**src/jsu_pkg.sv**
```systemverilog
// types, codes and helper functions shared by the json string unescape block
// no dependencies
package jsu_pkg;

  typedef enum logic [2:0] {
    MODE_IDLE = 3'd0,
    MODE_BODY = 3'd1,
    MODE_ESC  = 3'd2,
    MODE_HEX  = 3'd3
  } mode_e;

  typedef enum logic [2:0] {
    ST_OK          = 3'd0,
    ST_NO_QUOTE    = 3'd1,
    ST_END_ESC     = 3'd2,
    ST_END_UNICODE = 3'd3,
    ST_BAD_HEX     = 3'd4,
    ST_BAD_ESC     = 3'd5,
    ST_UNTERM      = 3'd6
  } status_e;

  localparam logic [7:0]  CH_QUOTE  = 8'h22;
  localparam logic [7:0]  CH_BSLASH = 8'h5C;
  localparam logic [7:0]  CH_SLASH  = 8'h2F;
  localparam logic [7:0]  CH_NUL    = 8'h00;
  localparam logic [7:0]  CH_B      = 8'h62;
  localparam logic [7:0]  CH_F      = 8'h66;
  localparam logic [7:0]  CH_N      = 8'h6E;
  localparam logic [7:0]  CH_R      = 8'h72;
  localparam logic [7:0]  CH_T      = 8'h74;
  localparam logic [7:0]  CH_U      = 8'h75;

  localparam logic [15:0] CP_MAX1   = 16'h007F;
  localparam logic [15:0] CP_MAX2   = 16'h07FF;
  localparam logic [7:0]  LEAD2     = 8'hC0;
  localparam logic [7:0]  LEAD3     = 8'hE0;
  localparam logic [7:0]  CONT      = 8'h80;
  localparam logic [5:0]  CONT_MASK = 6'h3F;

  localparam int unsigned MaxResults = 3;

  typedef struct packed {
    logic [7:0] in_byte;
    logic       start_of_string;
  } in_t;

  typedef struct packed {
    logic       is_status;
    logic [7:0] data_byte;
    logic [2:0] status_code;
    logic       last_of_run;
  } out_t;

  typedef struct packed {
    logic [1:0]            cnt;
    out_t [MaxResults-1:0] res;
  } bundle_t;

  // valid flag in bit 4, digit value below
  function automatic logic [4:0] hex_nibble(input logic [7:0] b);
    logic [4:0] r;
    r = 5'd0;
    if (b >= 8'h30 && b <= 8'h39) begin
      r = {1'b1, 4'(b - 8'h30)};
    end else if (b >= 8'h61 && b <= 8'h66) begin
      r = {1'b1, 4'(b - 8'h57)};
    end else if (b >= 8'h41 && b <= 8'h46) begin
      r = {1'b1, 4'(b - 8'h37)};
    end
    return r;
  endfunction

  function automatic out_t make_data(input logic [7:0] b, input logic last);
    out_t r;
    r.is_status   = 1'b0;
    r.data_byte   = b;
    r.status_code = ST_OK;
    r.last_of_run = last;
    return r;
  endfunction

  function automatic out_t make_status(input status_e code);
    out_t r;
    r.is_status   = 1'b1;
    r.data_byte   = 8'd0;
    r.status_code = code;
    r.last_of_run = 1'b1;
    return r;
  endfunction

endpackage

```
**src/jsu_in_reg.sv**
```systemverilog
// input register stage of the json string unescape block
// depends on jsu_pkg
module jsu_in_reg import jsu_pkg::*; (
  input  logic clk_i,
  input  logic rst_ni,
  input  logic in_valid_i,
  output logic in_ready_o,
  input  in_t  in_req_i,
  input  logic adv_i,
  output logic valid_o,
  output in_t  item_o
);

  logic valid_q, valid_d;
  in_t  item_q;
  logic take;

  assign in_ready_o = !valid_q || adv_i;
  assign take       = in_valid_i && in_ready_o;
  assign valid_d    = take ? 1'b1 : (adv_i ? 1'b0 : valid_q);

  always_ff @(posedge clk_i or negedge rst_ni) begin
    if (!rst_ni) begin
      valid_q <= 1'b0;
    end else begin
      valid_q <= valid_d;
    end
  end

  always_ff @(posedge clk_i) begin
    if (take) begin
      item_q <= in_req_i;
    end
  end

  assign valid_o = valid_q;
  assign item_o  = item_q;

endmodule

```
**src/jsu_decode.sv**
```systemverilog
// decoder state and per-byte unescape logic, one byte in, up to three results out
// depends on jsu_pkg
module jsu_decode import jsu_pkg::*; (
  input  logic    clk_i,
  input  logic    rst_ni,
  input  in_t     item_i,
  input  logic    adv_i,
  output bundle_t bundle_o
);

  mode_e       mode_q, mode_d;
  logic [1:0]  hex_q, hex_d;
  logic [15:0] acc_q, acc_d;
  logic        bad_q, bad_d;

  always_comb begin
    logic [7:0]  b;
    logic [4:0]  nib;
    logic        bad_n;
    logic [15:0] acc_n;
    b        = item_i.in_byte;
    nib      = hex_nibble(b);
    bad_n    = bad_q | ~nib[4];
    acc_n    = nib[4] ? {acc_q[11:0], nib[3:0]} : acc_q;
    mode_d   = mode_q;
    hex_d    = hex_q;
    acc_d    = acc_q;
    bad_d    = bad_q;
    bundle_o = '0;

    if (item_i.start_of_string) begin
      hex_d = 2'd0;
      acc_d = 16'd0;
      bad_d = 1'b0;
      if (b == CH_QUOTE) begin
        mode_d = MODE_BODY;
      end else begin
        mode_d          = MODE_IDLE;
        bundle_o.cnt    = 2'd1;
        bundle_o.res[0] = make_status(ST_NO_QUOTE);
      end
    end else begin
      case (mode_q)
        MODE_BODY: begin
          if (b == CH_NUL) begin
            mode_d          = MODE_IDLE;
            bundle_o.cnt    = 2'd1;
            bundle_o.res[0] = make_status(ST_UNTERM);
          end else if (b == CH_QUOTE) begin
            mode_d          = MODE_IDLE;
            bundle_o.cnt    = 2'd1;
            bundle_o.res[0] = make_status(ST_OK);
          end else if (b == CH_BSLASH) begin
            mode_d = MODE_ESC;
          end else begin
            bundle_o.cnt    = 2'd1;
            bundle_o.res[0] = make_data(b, 1'b1);
          end
        end
        MODE_ESC: begin
          mode_d       = MODE_BODY;
          bundle_o.cnt = 2'd1;
          case (b)
            CH_NUL: begin
              mode_d          = MODE_IDLE;
              bundle_o.res[0] = make_status(ST_END_ESC);
            end
            CH_QUOTE:  bundle_o.res[0] = make_data(CH_QUOTE, 1'b1);
            CH_BSLASH: bundle_o.res[0] = make_data(CH_BSLASH, 1'b1);
            CH_SLASH:  bundle_o.res[0] = make_data(CH_SLASH, 1'b1);
            CH_B:      bundle_o.res[0] = make_data(8'h08, 1'b1);
            CH_F:      bundle_o.res[0] = make_data(8'h0C, 1'b1);
            CH_N:      bundle_o.res[0] = make_data(8'h0A, 1'b1);
            CH_R:      bundle_o.res[0] = make_data(8'h0D, 1'b1);
            CH_T:      bundle_o.res[0] = make_data(8'h09, 1'b1);
            CH_U: begin
              mode_d       = MODE_HEX;
              hex_d        = 2'd0;
              acc_d        = 16'd0;
              bad_d        = 1'b0;
              bundle_o.cnt = 2'd0;
            end
            default: begin
              mode_d          = MODE_IDLE;
              bundle_o.res[0] = make_status(ST_BAD_ESC);
            end
          endcase
        end
        MODE_HEX: begin
          if (b == CH_NUL) begin
            mode_d          = MODE_IDLE;
            bundle_o.cnt    = 2'd1;
            bundle_o.res[0] = make_status(ST_END_UNICODE);
          end else begin
            bad_d = bad_n;
            acc_d = acc_n;
            if (hex_q != 2'd3) begin
              hex_d = hex_q + 2'd1;
            end else begin
              hex_d = 2'd0;
              if (bad_n) begin
                mode_d          = MODE_IDLE;
                bundle_o.cnt    = 2'd1;
                bundle_o.res[0] = make_status(ST_BAD_HEX);
              end else begin
                mode_d = MODE_BODY;
                if (acc_n <= CP_MAX1) begin
                  bundle_o.cnt    = 2'd1;
                  bundle_o.res[0] = make_data(acc_n[7:0], 1'b1);
                end else if (acc_n <= CP_MAX2) begin
                  bundle_o.cnt    = 2'd2;
                  bundle_o.res[0] = make_data(LEAD2 | {3'd0, acc_n[10:6]}, 1'b0);
                  bundle_o.res[1] = make_data(CONT | {2'd0, acc_n[5:0] & CONT_MASK}, 1'b1);
                end else begin
                  bundle_o.cnt    = 2'd3;
                  bundle_o.res[0] = make_data(LEAD3 | {4'd0, acc_n[15:12]}, 1'b0);
                  bundle_o.res[1] = make_data(CONT | {2'd0, acc_n[11:6] & CONT_MASK}, 1'b0);
                  bundle_o.res[2] = make_data(CONT | {2'd0, acc_n[5:0] & CONT_MASK}, 1'b1);
                end
              end
            end
          end
        end
        default: begin
          mode_d = MODE_IDLE;
        end
      endcase
    end
  end

  always_ff @(posedge clk_i or negedge rst_ni) begin
    if (!rst_ni) begin
      mode_q <= MODE_IDLE;
      hex_q  <= 2'd0;
      acc_q  <= 16'd0;
      bad_q  <= 1'b0;
    end else if (adv_i) begin
      mode_q <= mode_d;
      hex_q  <= hex_d;
      acc_q  <= acc_d;
      bad_q  <= bad_d;
    end
  end

endmodule

```
**src/jsu_out_buf.sv**
```systemverilog
// result register holding up to three results of one byte, drained one per cycle while out_ready_i is high
// depends on jsu_pkg
module jsu_out_buf import jsu_pkg::*; (
  input  logic    clk_i,
  input  logic    rst_ni,
  input  logic    load_i,
  input  bundle_t bundle_i,
  output logic    free_o,
  output logic    out_valid_o,
  input  logic    out_ready_i,
  output out_t    out_req_o
);

  logic [1:0]            cnt_q, cnt_d;
  out_t [MaxResults-1:0] ent_q, ent_d;
  logic                  pop;

  assign out_valid_o = (cnt_q != 2'd0);
  assign out_req_o   = ent_q[0];
  assign pop         = out_valid_o && out_ready_i;
  assign free_o      = (cnt_q == 2'd0) || ((cnt_q == 2'd1) && out_ready_i);

  always_comb begin
    cnt_d = cnt_q;
    ent_d = ent_q;
    if (load_i) begin
      cnt_d = bundle_i.cnt;
      ent_d = bundle_i.res;
    end else if (pop) begin
      cnt_d    = cnt_q - 2'd1;
      ent_d[0] = ent_q[1];
      ent_d[1] = ent_q[2];
    end
  end

  always_ff @(posedge clk_i or negedge rst_ni) begin
    if (!rst_ni) begin
      cnt_q <= 2'd0;
    end else begin
      cnt_q <= cnt_d;
    end
  end

  always_ff @(posedge clk_i) begin
    ent_q <= ent_d;
  end

`ifndef SYNTHESIS
  a_load_when_free: assert property (@(posedge clk_i) disable iff (!rst_ni)
    load_i |-> (cnt_q == 2'd0) || ((cnt_q == 2'd1) && pop))
    else $error("result register overwritten while holding results");

  a_one_left_is_last: assert property (@(posedge clk_i) disable iff (!rst_ni)
    (cnt_q == 2'd1) |-> ent_q[0].last_of_run)
    else $error("single remaining result not marked last");

  a_two_left_order: assert property (@(posedge clk_i) disable iff (!rst_ni)
    (cnt_q == 2'd2) |-> (ent_q[1].last_of_run && !ent_q[0].last_of_run))
    else $error("last marker misplaced in two remaining results");

  a_status_is_last: assert property (@(posedge clk_i) disable iff (!rst_ni)
    (out_valid_o && out_req_o.is_status) |-> out_req_o.last_of_run)
    else $error("status result not last of its run");

  a_drain: assert property (@(posedge clk_i) disable iff (!rst_ni)
    (pop && !load_i && (cnt_q == 2'd1)) |=> !out_valid_o)
    else $error("result register not empty after final pop");
`endif

endmodule

```
**src/json_string_unescape_utf8_top.sv**
```systemverilog
// a byte waits in the input register, its decoded results in the result register
// throughput: one byte per cycle while each byte yields at most one result and the receiver is ready
// a \u escape yielding two or three utf-8 bytes stalls the input while the single
// result register, drained one result per cycle while the receiver is ready, empties
// reset: asynchronous, active low; decoder idle, waiting for an opening quote
// top level of the json string unescape block; depends on jsu_pkg and its submodules
module json_string_unescape_utf8_top import jsu_pkg::*; (
  input  logic clk_i,
  input  logic rst_ni,
  input  logic in_valid_i,
  output logic in_ready_o,
  input  in_t  in_req_i,
  output logic out_valid_o,
  input  logic out_ready_i,
  output out_t out_req_o
);

  logic    item_valid;
  in_t     item;
  logic    free;
  logic    adv;
  bundle_t bundle;

  assign adv = item_valid && free;

  jsu_in_reg u_in_reg (
    .clk_i      (clk_i),
    .rst_ni     (rst_ni),
    .in_valid_i (in_valid_i),
    .in_ready_o (in_ready_o),
    .in_req_i   (in_req_i),
    .adv_i      (adv),
    .valid_o    (item_valid),
    .item_o     (item)
  );

  jsu_decode u_decode (
    .clk_i    (clk_i),
    .rst_ni   (rst_ni),
    .item_i   (item),
    .adv_i    (adv),
    .bundle_o (bundle)
  );

  jsu_out_buf u_out_buf (
    .clk_i       (clk_i),
    .rst_ni      (rst_ni),
    .load_i      (adv),
    .bundle_i    (bundle),
    .free_o      (free),
    .out_valid_o (out_valid_o),
    .out_ready_i (out_ready_i),
    .out_req_o   (out_req_o)
  );

endmodule

```
**config.mk**
```make
export PLATFORM = sky130hd
export DESIGN_NAME = json_string_unescape_utf8_top
export DESIGN_NICKNAME = d
export VERILOG_FILES = /design/src/jsu_pkg.sv /design/src/jsu_in_reg.sv /design/src/jsu_decode.sv /design/src/jsu_out_buf.sv /design/src/json_string_unescape_utf8_top.sv
export SDC_FILE = /design/constraint.sdc
export NUM_CORES = 1
export LEC_CHECK = 0
export ABC_AREA = 1
export BUFFER_PORTS_ARGS = -buffer_cell sky130_fd_sc_hd__buf_2
export CAP_MARGIN = 20
export CORE_UTILIZATION = 60
export DETAILED_ROUTE_END_ITERATION = 10
export PLACE_DENSITY = 0.76
export SLEW_MARGIN = 20
export SYNTH_ARGS = -nofsm -noshare
export SYNTH_HDL_FRONTEND = slang
export SYNTH_SLANG_ARGS = --single-unit
```
**constraint.sdc**
```tcl
create_clock -name clk_i -period 6.3 [get_ports clk_i]
set_clock_uncertainty 0.1 [all_clocks]
set_input_delay 0.63 -clock clk_i [delete_from_list [all_inputs] [get_ports clk_i]]
set_output_delay 0.63 -clock clk_i [all_outputs]
set_load 0.03 [all_outputs]
```
## Word-level counts from Yosys, hierarchy flattened

Cells that the tools add are included.

- Flip-flop bits (word level): 73
- Input port bits: 13
- Output and inout port bits: 15

- Add/subtract/negate cells: 5
- $lt $le $gt $ge: 8
- Eq/ne operators: 18
- Muxes and demuxes: 62
- Bitwise logic cells: 3
- Reduce and logical (&&, ||, !) cells: 21

Operators with widths:

| cell | count |
|---|---|
| 13-bit two-way mux | 10 |
| 13-bit one-hot mux with 10 select lines | 1 |
| 26-bit two-way mux | 4 |
| 16-bit two-way mux | 4 |
| 8-bit by 7-bit == test with 1-bit output, second input constant | 7 |
| 41-bit two-way mux | 1 |
| 13-bit one-hot mux with 3 select lines | 1 |
| 16-bit one-hot mux with 2 select lines | 1 |
| 12-bit two-way mux | 2 |
| 2-bit two-way mux | 12 |
| 23-bit two-way mux | 1 |
| 3-bit two-way mux | 6 |
| 8-bit by 6-bit == test with 1-bit output, second input constant | 2 |
| 8-bit by 7-bit >= comparator with 1-bit output, second input constant | 2 |
| 16-bit by 11-bit <= comparator with 1-bit output, second input constant | 1 |
| 16-bit by 7-bit <= comparator with 1-bit output, second input constant | 1 |
| 8-bit by 7-bit <= comparator with 1-bit output, second input constant | 2 |
| 5-bit two-way mux | 3 |
| 1-bit two-way mux | 11 |
| 3-bit one-hot mux with 3 select lines | 1 |
| 8-bit by 6-bit >= comparator with 1-bit output, second input constant | 1 |
| 8-bit by 6-bit <= comparator with 1-bit output, second input constant | 1 |
| 8-bit zero test | 1 |
| 2-bit one-hot mux with 2 select lines | 2 |
| 27 further kinds | 39 |

## Logic depth before layout (Yosys ltp)

- Word-level depth: 15
- Depth in mapped cells: 19
- Gate-level depth less buffers: 18

## Hierarchy

Synthesis repeated with hierarchy kept, for this count alone.

- Cells, all modules: 539
- Area, all modules: 4,350.4 um^2

By module, submodules not included:

| module | instances | cells an instance | area an instance (um^2) | sequential area each (um^2) |
|---|---|---|---|---|
| jsu_decode | 1 | 364 | 2,282.2 | 525.5 |
| jsu_out_buf | 1 | 158 | 1,745.4 | 1,221.2 |
| jsu_in_reg | 1 | 15 | 315.3 | 295.3 |
| json_string_unescape_utf8_top | 1 | 2 | 7.5 | 0.0 |

## Least setup slack after synthesis

No wires, ideal clock.

- Kind: flip-flop to flip-flop
- From: register u_in_reg.item_q (netlist bit u_in_reg.item_o[1])
- To: register u_out_buf.ent_q (netlist bit u_out_buf.out_req_o[7]), data pin
- Library setup time: 0.252 ns
- Data arrival time: 2.049 ns
- Data required time: 5.948 ns
- Path slack: 3.898 ns
- Stages on the path, launching flop included: 17
- Path buffers: 1
- Path through: edfxtp_1 > inv_1 > ha_1 > nand3b_1 > nand3_4 > nand2_4 > buf_8 > nand2_1 > nand2_2 > nor2_2 > nand2_4 > nor2_4 > nand2_1 > nand3_1 > nand2_1 > nand2_1 > nand2_1

RTL lines:

| element | line | source |
|---|---|---|
| start, declared | jsu_in_reg.sv:15 | `in_t item_q;` |
| start signal, assigned | jsu_in_reg.sv:32 | `item_q <= in_req_i;` |
| end signal, assigned | jsu_out_buf.sv:45 | `ent_q <= ent_d;` |
| end, declared | jsu_out_buf.sv:15 | `out_t [MaxResults-1:0] ent_q, ent_d;` |

==> impl_metrics.env <==
export IMPL_grt_pass1_wl_mm=13.8
export IMPL_synth_area_leaders="edfxtp_1 29%, dfrtp_1 16%, nand2_1 11%"
export IMPL_synth_cells=454
export IMPL_antenna_found_initial=0
export IMPL_nets=494
export IMPL_rrSetupSlack_ns=3.24
export IMPL_grt_max_degree=25
export IMPL_hp_class="input pin to async pin"
export IMPL_drc=0
export IMPL_place_inst=537
export IMPL_cts_tree="yes"
export IMPL_initial_core_util_pct=63.1
export IMPL_ctsResizeCount=0
export IMPL_layout_drive_gt1_share_pct=19.7
export IMPL_die_x_um=81.6
export IMPL_syn_avg_cell_area_sq_um=8.37
export IMPL_antenna_left=0
export IMPL_overflow=0
export IMPL_final_common_cell="nand2_1"
export IMPL_slew_violations=0
export IMPL_cts_hold_buf=0
export IMPL_drtPass1Iterations=5
export IMPL_criticalPathCategory="flop to flop"
export IMPL_yosys_area_top_type="edfxtp_1"
export IMPL_ys_ff_latch=61
export IMPL_clk_pin_slew_ns=0.07
export IMPL_clk_latency_ns=0.35
export IMPL_routed_via_density=5.76
export IMPL_setup_viol=0
export IMPL_gp_congestion=0.978
export IMPL_fp_dieH_um=81.6
export IMPL_route_vias_total=3183
export IMPL_instances_no_fill=553
export IMPL_cts_root_buffer="clkbuf_8"
export IMPL_h_tree_depth=3
export IMPL_ys_types=38
export IMPL_fp_dieArea_sq_um=6660
export IMPL_ys_seq_area_share_pct=45.0
export IMPL_tightest_slew_ns=0.857
export IMPL_cts_setup_buffers=0
export IMPL_status="finished clean"
export IMPL_r2r_start="u_in_reg.item_o[2]$_DFFE_PP_"
export IMPL_relSlewSlack_pct=42.8
export IMPL_wl_per_cell_um=15.4
export IMPL_place_hpwl_mm=6.16
export IMPL_drt_iter0_drc=339
export IMPL_seqCellArea_sq_um=1710
export IMPL_drv_cap=0
export IMPL_power_density_nw_per_um2=480
export IMPL_start_kind="flop"
export IMPL_cp_max_fo=21
export IMPL_synthesis_area_sq_um=3800
export IMPL_cp_arrival_ns=3.05
export IMPL_rr_endpoint="u_out_buf.out_req_o[4]$_DFFE_PP_"
export IMPL_leakage_nw=1.86
export IMPL_n_antenna_cell=0
export IMPL_cp_end_kind="flop"
export IMPL_peakVddDrop_mv=0.269
export IMPL_rsz0062_at_grt="false"
export IMPL_yosys_warnings=0
export IMPL_cp_data_required_time_ns=6.29
export IMPL_min_period_ns=3.06
export IMPL_syn_nets=475
export IMPL_timing_final_crit_share_pct=48.5
export IMPL_multi_input_area_sq_um=1680
export IMPL_numPortBuffers=27
export IMPL_synth_top_cell_area_share_pct=29.2
export IMPL_tns_ns=0
export IMPL_grtUsageTotal_pct=28.1
export IMPL_fill_cells=493
export IMPL_worstRegToRegCells=17
export IMPL_core_area_sq_um=6030
export IMPL_area_delta_synth_final_pct=8.59
export IMPL_cts_made_buffers=9
export IMPL_cts_sinks=61
export IMPL_clock_fmax_ghz=0.327
export IMPL_totalWireLength_mm=8.53
export IMPL_fp_row_count=28
export IMPL_grt_pass1_vias=2844
export IMPL_io_pins=28
export IMPL_final_cell_mix="108 x nand2_1, 56 x inv_1, 37 x edfxtp_1"
export IMPL_cts_max_path_buffers=2
export IMPL_hold_violations=0
[cell usage after synthesis, drive strengths merged]
cell type / count
nand2: 126
inv: 66
nor2: 45
edfxtp: 37
nand3: 37
o21ai: 25
dfrtp: 24
a21oi: 21
buf: 19
o22ai: 17
nor3: 9
ha: 8
o211ai: 6
nand4: 3
a22oi: 2
clkinv: 2
o31ai: 2
a31oi: 1
and2: 1
clkbuf: 1
nand3b: 1
nor4: 1
[critical path, stage by stage, from the launching register on]
cell	delay, ns
edfxtp_1	0.46
inv_1	0.19
ha_1	0.21
inv_1	0.07
nand3b_1	0.13
nand3_4	0.19
nand2_4	0.27
nand2_1	0.09
nand2_1	0.13
nand2_2	0.12
nor2_8	0.18
nand2_8	0.09
nor2_4	0.17
nand2_1	0.07
nand3_1	0.09
nand2_1	0.08
nand2_1	0.08
nand2_1	0.06
[metrics by stage]
stage | worst slack, ns | power, mW | utilization (%) | cell area [sq um] | hold slack, ns
after CTS | 3.28 | 1.98 | 68.5 | 4130 | 0.189
after detailed placement | 3.31 | 1.54 | 64.4 | 3880 | 0.374
after global placement | 3.44 | 1.52 | 64.4 | 3880 | 0.370
after floorplan | 3.90 | 1.39 | - | 3800 | 0.234
final | 3.24 | 1.98 | 68.5 | 4130 | 0.181
after global routing | 3.08 | 2.11 | 68.5 | 4130 | 0.219
[power by group]
part	switching, mW	total, mW	internal [mW]
clock	0.167	0.432	0.265
combinational	0.634	0.883	0.249
sequential	0.0597	0.664	0.604
[registers in the layout, summed over array words and instances (netlist names)]
signal,cells
u_decode.hex_q,2
u_in_reg.valid_o,1
u_in_reg.item_o,9
u_decode.acc_q,16
u_out_buf.cnt_q,2
u_out_buf.out_req_o,13
u_decode.bad_q,1
u_decode.mode_q,2
u_out_buf.ent_q,15
[logic make-up (layout without fill, tap and decap cells)]
group / Yosys count / in the layout / synth area share (%)
adder cells (fa/ha/maj): 8 / 8 / 2.63
flip-flops: 61 / 61 / 45.0
AND/OR/NAND/NOR: 223 / 223 / 29.4
buffers and inverters: 88 / 112 / 10.8
AO/OA/AOI/OAI: 74 / 74 / 12.1
[layout make-up]
class | instances | area share (%)
Multi-Input combinational cell | 305 | 40.6
Clock buffer | 9 | 3.00
Sequential cell | 61 | 41.5
Inverter | 68 | 6.19
Timing Repair Buffer | 28 | 3.46
Clock inverter | 7 | 2.97
Tap cell | 75 | 2.27
[worst max-delay path by stage]
| stage | cells past startpoint | to | start |
|---|---|---|---|
| 2_1_floorplan | 16 | u_out_buf.out_req_o[7]$_DFFE_PP_ | u_in_reg.item_o[1]$_DFFE_PP_ |
| 3_3_place_gp | 16 | u_out_buf.out_req_o[5]$_DFFE_PP_ | u_in_reg.item_o[1]$_DFFE_PP_ |
| 3_5_place_dp | 17 | u_out_buf.out_req_o[4]$_DFFE_PP_ | u_in_reg.item_o[2]$_DFFE_PP_ |
| 4_1_cts | 17 | u_out_buf.out_req_o[4]$_DFFE_PP_ | u_in_reg.item_o[2]$_DFFE_PP_ |
| 5_1_grt | 17 | u_out_buf.out_req_o[4]$_DFFE_PP_ | u_in_reg.item_o[2]$_DFFE_PP_ |
| 6_report | 17 | u_out_buf.out_req_o[4]$_DFFE_PP_ | u_in_reg.item_o[2]$_DFFE_PP_ |
[metal layers]
layer | global-route usage (%) | up-vias | routed length (um)
li1 | - | 1532 | -
met1 | 37.5 | 1467 | 3700
met2 | 45.0 | 161 | 4020
met3 | 4.89 | 23 | 584
met4 | 12.1 | 0 | 225
met5 | 0 | - | 0
(Power assumes the default switching activity.)
